`config.mk`:
```
export PLATFORM = sky130hd
export DESIGN_NAME = display_reply_frame_parser_unit
export DESIGN_NICKNAME = d
export VERILOG_FILES = /design/src/sv/drfp_pkg.sv /design/src/sv/drfp_core.sv /design/src/sv/display_reply_frame_parser_unit.sv
export SDC_FILE = /design/constraint.sdc
export NUM_CORES = 1
export LEC_CHECK = 0
export BUFFER_PORTS_ARGS = -buffer_cell sky130_fd_sc_hd__buf_2
export CORE_ASPECT_RATIO = 1.25
export CORE_MARGIN = 2
export CORE_UTILIZATION = 38
export DETAILED_ROUTE_END_ITERATION = 10
export HOLD_SLACK_MARGIN = 0.05
export PLACE_DENSITY = 0.58
export SLEW_MARGIN = 25
export SYNTH_ARGS = -nofsm -noshare
export SYNTH_HDL_FRONTEND = slang
export SYNTH_SLANG_ARGS = --single-unit
export TNS_END_PERCENT = 5
```
`constraint.sdc`:
```
create_clock -name aclk -period 5.22 [get_ports aclk]
set_clock_uncertainty 0.15 [all_clocks]
set_input_delay 0.522 -clock aclk [delete_from_list [all_inputs] [get_ports aclk]]
set_output_delay 0.522 -clock aclk [all_outputs]
set_load 0.02 [all_outputs]
```
`src/sv/drfp_pkg.sv`:
```
package drfp_pkg;

    // Head and tail marker bytes
    localparam logic [7:0] CHAR_S  = 8'h53;  // 'S'
    localparam logic [7:0] CHAR_T  = 8'h54;  // 'T'
    localparam logic [7:0] CHAR_LT = 8'h3C;  // '<'
    localparam logic [7:0] CHAR_GT = 8'h3E;  // '>'
    localparam logic [7:0] CHAR_E  = 8'h45;  // 'E'

    // Result kinds
    localparam logic KIND_NAME   = 1'b0;
    localparam logic KIND_REPORT = 1'b1;

    // Frame status codes
    localparam logic [1:0] STATUS_OK       = 2'd0;
    localparam logic [1:0] STATUS_BAD_TAIL = 2'd1;
    localparam logic [1:0] STATUS_BAD_LEN  = 2'd2;

    localparam int unsigned DEFAULT_MAX_LENGTH = 2048;

    localparam int unsigned BYTE_W = 8;
    localparam int unsigned WORD_W = 16;

    typedef struct packed {
        logic              kind;
        logic [BYTE_W-1:0] name_byte;
        logic [WORD_W-1:0] frame_command;
        logic [BYTE_W-1:0] key_value;
        logic [1:0]        frame_status;
        logic [WORD_W-1:0] frame_crc;
    } drfp_result_t;

endpackage

```
`src/sv/drfp_core.sv`:
```
module drfp_core #(
    parameter int unsigned MAX_LENGTH = drfp_pkg::DEFAULT_MAX_LENGTH
) (
    input  logic                         aclk,
    input  logic                         aresetn,
    input  logic                         step_en,
    input  logic [drfp_pkg::BYTE_W-1:0]  rx_byte,
    output logic                         res_valid,
    output drfp_pkg::drfp_result_t       res
);
    import drfp_pkg::*;

    localparam int unsigned COUNT_W = $clog2(MAX_LENGTH + 1);
    localparam logic [WORD_W-1:0] MAX_LEN_W = WORD_W'(MAX_LENGTH);

    typedef enum logic [3:0] {
        PH_HUNT_S, PH_HUNT_T, PH_HUNT_LT, PH_CMD_HI, PH_CMD_LO,
        PH_LEN_HI, PH_LEN_LO, PH_PAYLOAD, PH_TAIL_GT, PH_TAIL_E,
        PH_TAIL_T, PH_CRC_LO, PH_CRC_HI
    } phase_t;

    phase_t              phase_reg,   phase_next;
    logic [WORD_W-1:0]   command_reg, command_next;
    logic [WORD_W-1:0]   length_reg,  length_next;
    logic [COUNT_W-1:0]  count_reg,   count_next;
    logic [BYTE_W-1:0]   key_reg,     key_next;
    logic                tail_good_reg, tail_good_next;
    logic [BYTE_W-1:0]   crc_low_reg, crc_low_next;

    logic [WORD_W-1:0]   length_full;
    logic [COUNT_W-1:0]  count_inc;
    phase_t              restart;

    assign length_full = {length_reg[WORD_W-1:BYTE_W], rx_byte};
    assign count_inc   = count_reg + COUNT_W'(1);
    assign restart     = (rx_byte == CHAR_S) ? PH_HUNT_T : PH_HUNT_S;

    always_comb begin
        phase_next     = phase_reg;
        command_next   = command_reg;
        length_next    = length_reg;
        count_next     = count_reg;
        key_next       = key_reg;
        tail_good_next = tail_good_reg;
        crc_low_next   = crc_low_reg;
        res_valid      = 1'b0;
        res            = '0;
        res.frame_command = command_reg;

        case (phase_reg)
            PH_HUNT_T: begin
                phase_next = (rx_byte == CHAR_T) ? PH_HUNT_LT : restart;
            end
            PH_HUNT_LT: begin
                phase_next = (rx_byte == CHAR_LT) ? PH_CMD_HI : restart;
            end
            PH_CMD_HI: begin
                command_next = {rx_byte, {BYTE_W{1'b0}}};
                phase_next   = PH_CMD_LO;
            end
            PH_CMD_LO: begin
                command_next = {command_reg[WORD_W-1:BYTE_W], rx_byte};
                phase_next   = PH_LEN_HI;
            end
            PH_LEN_HI: begin
                length_next = {rx_byte, {BYTE_W{1'b0}}};
                phase_next  = PH_LEN_LO;
            end
            PH_LEN_LO: begin
                length_next = length_full;
                if (length_full == '0 || length_full > MAX_LEN_W) begin
                    // reject the frame, report it and hunt again
                    phase_next       = PH_HUNT_S;
                    res_valid        = 1'b1;
                    res.kind         = KIND_REPORT;
                    res.frame_status = STATUS_BAD_LEN;
                end else begin
                    count_next = '0;
                    phase_next = PH_PAYLOAD;
                end
            end
            PH_PAYLOAD: begin
                count_next = count_inc;
                if (WORD_W'(count_inc) >= length_reg) begin
                    key_next       = rx_byte;
                    tail_good_next = 1'b1;
                    phase_next     = PH_TAIL_GT;
                end else begin
                    res_valid     = 1'b1;
                    res.kind      = KIND_NAME;
                    res.name_byte = rx_byte;
                end
            end
            PH_TAIL_GT: begin
                if (rx_byte != CHAR_GT) tail_good_next = 1'b0;
                phase_next = PH_TAIL_E;
            end
            PH_TAIL_E: begin
                if (rx_byte != CHAR_E) tail_good_next = 1'b0;
                phase_next = PH_TAIL_T;
            end
            PH_TAIL_T: begin
                if (rx_byte != CHAR_T) tail_good_next = 1'b0;
                phase_next = PH_CRC_LO;
            end
            PH_CRC_LO: begin
                crc_low_next = rx_byte;
                phase_next   = PH_CRC_HI;
            end
            PH_CRC_HI: begin
                phase_next       = PH_HUNT_S;
                res_valid        = 1'b1;
                res.kind         = KIND_REPORT;
                res.key_value    = key_reg;
                res.frame_status = tail_good_reg ? STATUS_OK : STATUS_BAD_TAIL;
                res.frame_crc    = {rx_byte, crc_low_reg};
            end
            default: begin
                phase_next = restart;
            end
        endcase

        if (!step_en) res_valid = 1'b0;
    end

    always_ff @(posedge aclk) begin
        if (!aresetn) begin
            phase_reg     <= PH_HUNT_S;
            command_reg   <= '0;
            length_reg    <= '0;
            count_reg     <= '0;
            key_reg       <= '0;
            tail_good_reg <= 1'b1;
            crc_low_reg   <= '0;
        end else if (step_en) begin
            phase_reg     <= phase_next;
            command_reg   <= command_next;
            length_reg    <= length_next;
            count_reg     <= count_next;
            key_reg       <= key_next;
            tail_good_reg <= tail_good_next;
            crc_low_reg   <= crc_low_next;
        end
    end

endmodule

```
`src/sv/display_reply_frame_parser_unit.sv`:
```
// Channel  | Ports                                  | Direction | Word
// ---------+----------------------------------------+-----------+--------------------------
// input    | s_valid, s_ready, s_rx_byte            | in        | one received serial byte
// result   | m_valid, m_ready, m_kind, m_name_byte, | out       | name byte or frame report
//          | m_frame_command, m_key_value,          |           |
//          | m_frame_status, m_frame_crc            |           |
//
// One word is accepted per cycle when the result side keeps up; the rate is set
// by the single parser step between the input register and the result register.
// An accepted word is held in the input register, and its result in the result register.
// Reset (aresetn, synchronous, active low) empties both registers and sends the
// parser back to hunting for the head.
// A stall on m_ready holds the result register and then the input register; at
// most one word waits in each, so no word is lost or repeated.
module display_reply_frame_parser_unit #(
    parameter int unsigned MAX_LENGTH = drfp_pkg::DEFAULT_MAX_LENGTH
) (
    input  logic                               aclk,
    input  logic                               aresetn,

    input  logic                               s_valid,
    output logic                               s_ready,
    input  logic [drfp_pkg::BYTE_W-1:0]        s_rx_byte,

    output logic                               m_valid,
    input  logic                               m_ready,
    output logic                               m_kind,
    output logic [drfp_pkg::BYTE_W-1:0]        m_name_byte,
    output logic [drfp_pkg::WORD_W-1:0]        m_frame_command,
    output logic signed [drfp_pkg::BYTE_W-1:0] m_key_value,
    output logic [1:0]                         m_frame_status,
    output logic [drfp_pkg::WORD_W-1:0]        m_frame_crc
);
    import drfp_pkg::*;

    // Input register: one received word waiting for the parser.
    logic              in_valid_reg;
    logic [BYTE_W-1:0] in_byte_reg;

    // Result register: one finished word waiting for the sink.
    logic              out_valid_reg;
    drfp_result_t      out_reg;

    logic              advance;
    logic              step;
    logic              res_valid;
    drfp_result_t      res;

    // Advance the pipe whenever the result register is free or being drained.
    assign advance = !out_valid_reg || m_ready;
    assign step    = in_valid_reg && advance;
    assign s_ready = !in_valid_reg || advance;

    drfp_core #(
        .MAX_LENGTH(MAX_LENGTH)
    ) u_core (
        .aclk      (aclk),
        .aresetn   (aresetn),
        .step_en   (step),
        .rx_byte   (in_byte_reg),
        .res_valid (res_valid),
        .res       (res)
    );

    always_ff @(posedge aclk) begin
        if (!aresetn) begin
            in_valid_reg <= 1'b0;
        end else if (s_valid && s_ready) begin
            in_valid_reg <= 1'b1;
        end else if (step) begin
            in_valid_reg <= 1'b0;
        end
    end

    // Capture the byte on accept; no reset needed on payload.
    always_ff @(posedge aclk) begin
        if (s_valid && s_ready) begin
            in_byte_reg <= s_rx_byte;
        end
    end

    always_ff @(posedge aclk) begin
        if (!aresetn) begin
            out_valid_reg <= 1'b0;
        end else if (advance) begin
            out_valid_reg <= step && res_valid;
        end
    end

    // Load a new result only when the parser produced one this step.
    always_ff @(posedge aclk) begin
        if (step && res_valid) begin
            out_reg <= res;
        end
    end

    assign m_valid         = out_valid_reg;
    assign m_kind          = out_reg.kind;
    assign m_name_byte     = out_reg.name_byte;
    assign m_frame_command = out_reg.frame_command;
    assign m_key_value     = signed'(out_reg.key_value);
    assign m_frame_status  = out_reg.frame_status;
    assign m_frame_crc     = out_reg.frame_crc;

`ifndef SYNTHESIS
    // A bad-length report carries neither key nor CRC.
    assert property (@(posedge aclk) disable iff (!aresetn)
        (m_valid && m_kind == KIND_REPORT && m_frame_status == STATUS_BAD_LEN)
        |-> (m_key_value == '0 && m_frame_crc == '0))
        else $error("bad-length report carries key or crc");

    // Name bytes come out with status ok and no CRC.
    assert property (@(posedge aclk) disable iff (!aresetn)
        (m_valid && m_kind == KIND_NAME)
        |-> (m_frame_status == STATUS_OK && m_frame_crc == '0))
        else $error("name byte carries report fields");

    // A waiting input word is never dropped without a parser step.
    assert property (@(posedge aclk) disable iff (!aresetn)
        (in_valid_reg && !step) |=> in_valid_reg)
        else $error("input word dropped while stalled");

    // Status code three never appears.
    assert property (@(posedge aclk) disable iff (!aresetn)
        m_valid |-> (m_frame_status != 2'd3))
        else $error("invalid frame status");
`endif

endmodule
```
### Word level (Yosys, flattened, before mapping)

Cells that the tools add are included.

| operators by class | value |
|---|---|
| add/sub/neg operators | 1 |
| order comparisons | 2 |
| equal/unequal tests | 23 |
| mux-type cells | 25 |
| bitwise gates (word level) | 3 |
| reduce and logical (&&, ||, !) cells | 24 |

Operators with widths:

| operator | number |
|---|---|
| $pmux W16 S2 | 2 |
| $pmux W4 S12 | 1 |
| $pmux W12 S2 | 1 |
| $eq A4 B4 Y1 const B | 5 |
| $eq A4 B3 Y1 const B | 4 |
| $eq A8 B7 Y1 const B | 2 |
| $ge A12 B16 Y1 | 1 |
| $gt A16 B12 Y1 const B | 1 |
| $logic_not A16 Y1 | 1 |
| $ne A8 B7 Y1 const B | 2 |
| $add A12 B1 Y12 const B | 1 |
| $mux W12 | 1 |
| $mux W4 | 3 |
| $reduce_and A3 Y1 | 4 |
| $mux W1 | 11 |
| $eq A4 B2 Y1 const B | 2 |
| $eq A8 B6 Y1 const B | 1 |
| $ne A2 B1 Y1 const B | 4 |
| $ne A8 B6 Y1 const B | 1 |
| $reduce_and A2 Y1 | 4 |
| $reduce_bool A2 Y1 | 4 |
| $pmux W1 S3 | 2 |
| $reduce_and A6 Y1 | 1 |
| $eq A4 B1 Y1 const B | 1 |
| 11 further kinds | 18 |

| word-level totals | value |
|---|---|
| register bits after elaboration | 126 |
| input port bits | 12 |
| output and inout port bits | 53 |

### Depth between registers and ports, before layout

| depth | value |
|---|---|
| depth in word-level cells | 6 |
| mapped depth | 12 |

### Hierarchy

From an unflattened synthesis, not the netlist that was laid out.

| second synthesis, totals | value |
|---|---|
| cells, all modules | 523 |
| area total of the unflattened synthesis | 5541.6 um^2 |

Modules (own cells, without submodules):

| module | times used | cells each | area each (um^2) |
|---|---|---|---|
| drfp_core | 1 | 451 | 3657.3 |
| display_reply_frame_parser_unit | 1 | 72 | 1884.3 |

### Worst setup path after synthesis

Ideal clock, no wire load.

| timing path | value |
|---|---|
| kind | register -> register |
| start point | register u_core.count_reg[0] |
| end point | register out_reg (netlist bit m_frame_command[0]) (enable) |
| library setup time | 418 ps |
| data arrival time | 3468 ps |
| required time | 4652 ps |
| path slack | 1183 ps |
| stages on the path, launching flop included | 11 |
| clock period less this slack | 4037 ps |
| cell sequence | dfxtp_1 > ha_1 > and4_1 > nand2_1 > xnor2_1 > ha_1 > nand4_1 > or3_1 > a31oi_1 > nor4_1 > o31a_1 |

| on the way | value |
|---|---|
| cells in the longest elaborated chain, start to end | 6 |

Ends and longest elaborated chain:

| item | RTL line | source |
|---|---|---|
| start: declaration | drfp_core.sv:25 | `logic [COUNT_W-1:0] count_reg, count_next;` |
| start signal: assignment | drfp_core.sv:139 | `count_reg <= count_next;` |
| $add A12 B1 Y12 | drfp_core.sv:35 | `assign count_inc = count_reg + COUNT_W'(1);` |
| $ge A12 B16 Y1 | drfp_core.sv:84 | `if (WORD_W'(count_inc) >= length_reg) begin` |
| $mux W1 | drfp_core.sv:84 |  |
| $pmux W1 S3 | drfp_core.sv:50 | `case (phase_reg)` |
| $mux W1 | drfp_core.sv:123 | `if (!step_en) res_valid = 1'b0;` |
| $logic_and A1 B1 Y1 | display_reply_frame_parser_unit.sv:92 | `if (step && res_valid) begin` |
| end signal: assignment | display_reply_frame_parser_unit.sv:93 | `out_reg <= res;` |
| end: declaration | display_reply_frame_parser_unit.sv:42 | `drfp_result_t out_reg;` |

No other way between the ends.
A chain may end at the register's enable or synchronous reset.

### Final worst setup path

| timing path | value |
|---|---|
| start point | register u_core.count_reg[0] |
| end point | register out_reg (netlist bit m_frame_command[6]) (enable) |

The elaborated chain is that of the path after synthesis.

==> results.toml <==
[run_status]
status = "finished, final reports clean"

[global_routing]
gr-usage-all-layers = 0.162
grt_max_degree = 54
grt_pass1_wl_um = 19300
grt_pass1_vias = 3863
antenna_found_initial = 0
grt-ovfl-total = 0

[drt]
ant_nets = 0
totalWireLength_um = 11900
post_drt_wl_per_cell_um = 15.6
vias = 3973
drt_iter0_markers = 175
vias_per_cell = 5.22
post-route-drc-count = 0
drt_first_pass_iters = 5

[logic_synthesis]
synthTopCellsByArea = "edfxtp_1 33%, dfxtp_1 25%, nand2_1 5.1%"
ys_ff_latch = 126
yosysTopAreaCell = "edfxtp_1"
syn_area_sq_mm = 0.00539
ys_seq_area_frac = 0.577
post-synth-top-count-cell = "nand2_1"
synth_edf_count = 59
synth_common_cells = "73 x nand2_1, 67 x dfxtp_1, 59 x edfxtp_1"
syn_area_per_cell_sq_um = 10.4
asyncSetResetFlopFracSynth = 0
ys.flop_type = "dfxtp_1"
ys_warn_count = 0
synth_top_area_frac = 0.328
synth_fp_nets = 545
ys_types = 54
syn-instance-count = 520

[setup_path]
r2r_start = "u_core.count_reg[0]"
critPathLaunchType = "register"
critical_path_class = "reg2reg"
critPathRequiredTime_ns = 5.18
end_kind = "register"
cp-startpoint = "u_core.count_reg[0]"
cp_num_buf_inv = 2
worstPathCellList = "ha_1, and4_1, nand2_1, xnor2_1, ha_1, nand4_1, or3_1, a31oi_1, nor4_1, buf_4, o31a_2, buf_4"
rrSetupSlack_ns = 1.42
critPathMaxStageDelay_ns = 0.47
cp_slowest_cell = "o31a_2"
worstSetupEndpoint = "m_frame_command[6]"
cp_max_fo = 43
path_delay_family = "simple AND/OR/NAND/NOR gates"
rr_worst_depth = 12
r2r-end = "m_frame_command[6]"
worst-path-stages = 12
cp.arrival_ns = 3.76

[clock_network]
cts_tree = "yes"
postCtsSetupBuffers = 0
numCtsBuffers = 17
clk_latency_ns = 0.41
cts.sinks = 126
post_cts_resize_count = 0
clk_pin_slew_ns = 0.06
htreeDepth = 4
cts_root_buf = "clkbuf_16"
cts.path.max_buffers = 2
cts_hold_buf = 0

[floorplan]
dieHeight_um = 137
initial_core_util = 0.389
die_w_um = 111
die-area_sq_mm = 0.0152
core_sq_mm = 0.0139
ioPinCount = 65
rows = 48

[layout]
nFillCells = 1268
final_core_util = 0.461
area_growth_syn_to_layout_pct = 18.7
layout-drive-gt1-share = 0.195
final_nets = 598
diodes = 0

[timing]
worst_pin_slew_ns = 0.948
drv_slew = 0
fin_setup_tns_ns = 0
finalSetupViolations = 0
relSlewSlack = 0.367
fmax_mhz = 263
period_share = 0.727
grt_setup_unrepaired = "false"
fin_crit_ns = 3.80
hold_viol_final = 0

[placement]
dpl.hpwl_um = 7870
port_buffers = 64
gp_congestion = 0.855

[worst_hold_path]
hold_class = "in2reg"

[power]
vdd_ir_drop_max_v = 0.000190
powerDensity_mw_per_mm2 = 362
leakage_nw = 2.60

[job]
cap_violations = 0
-- worst register-to-register path: stages, from the launching register on --
cell and delay (ns):
dfxtp_1 0.41, ha_1 0.24, and4_1 0.26, nand2_1 0.09, xnor2_1 0.15, ha_1 0.30, nand4_1 0.17, or3_1 0.40
a31oi_1 0.22, nor4_1 0.09, buf_4 0.18, o31a_2 0.47, buf_4 0.33
-- power by group --
group          switching [mW]  total, mW  leakage (nW)  internal, mW
registers              0.0282       1.06          1.20          1.04
clock network           0.455       1.21         0.296         0.758
logic                  0.0299     0.0444          1.10        0.0145
total                   0.513       2.32          2.60          1.81
-- kinds of logic (layout without fill, tap and decap cells) --
| family | Yosys count | count (layout) | synth area share |
|---|---|---|---|
| mux | 8 | 8 | 0.0148 |
| flops | 126 | 126 | 0.577 |
| fa+ha+maj | 13 | 13 | 0.0302 |
| compound gates | 88 | 88 | 0.107 |
| simple gates | 227 | 227 | 0.211 |
| buf+inv | 48 | 114 | 0.0438 |
| xor+xnor | 10 | 10 | 0.0162 |
-- layout make-up --
type / instances / area (sq um) / area share
timing repair buffer: 69 / 358 / 0.0559
clock inverter: 15 / 188 / 0.0293
multi-input combinational: 346 / 2050 / 0.320
sequential: 126 / 3110 / 0.486
inverter: 13 / 48.8 / 0.00762
clock buffer: 17 / 425 / 0.0664
tap: 175 / 219 / 0.0342
-- cell usage in the layout, fill, tap and decap left out, types with 5 or more instances in the layout --
cell type	n
inv_1	12
nor2_1	37
clkinv_4	5
and3_1	6
a22oi_1	9
buf_4	5
nand2b_1	5
mux2i_1	8
nor3_1	6
a21oi_1	34
clkbuf_16	17
nor4_1	7
nand2_1	73
edfxtp_1	59
buf_2	64
a2bb2oi_1	8
ha_1	13
and2_1	36
xnor2_1	6
o21ai_0	15
nand3_1	31
dfxtp_1	67
-- how the worst min path moves through the flow --
stage / start / to / cells after the start
finish: s_rx_byte[6] / in_byte_reg[6] / 1
global route: s_rx_byte[2] / in_byte_reg[2] / 1
CTS: s_rx_byte[2] / in_byte_reg[2] / 1
detailed placement: u_core.command_reg[14] / m_frame_command[14] / 0
global placement: u_core.command_reg[13] / m_frame_command[13] / 0
floorplan: u_core.command_reg[10] / m_frame_command[10] / 0
-- layer usage --
layer	wire length, um	track usage	vias to the layer above
met3	567	0.0449	20
li1	-	-	1944
met2	5930	0.279	114
met4	198	0.0715	0
met5	0	0	-
met1	5190	0.190	1895
-- per-stage QoR --
| stage | hold WS, ns | setup slack [ns] | total power [mW] | std cells | area [sq um] |
|---|---|---|---|---|---|
| 2_1_floorplan | 0.258 | 1.18 | 1.11 | 520 | 5390 |
| 3_3_place_gp | 0.267 | 1.53 | 1.13 | 729 | 5790 |
| 3_5_place_dp | 0.268 | 1.41 | 1.13 | 729 | 5790 |
| 4_1_cts | 0.118 | 1.42 | 2.34 | 761 | 6400 |
| 5_1_grt | 0.111 | 1.15 | 2.39 | 761 | 6400 |
| 6_report | 0.129 | 1.42 | 2.32 | 761 | 6400 |
Note: power is estimated with default switching activity, not from simulation.
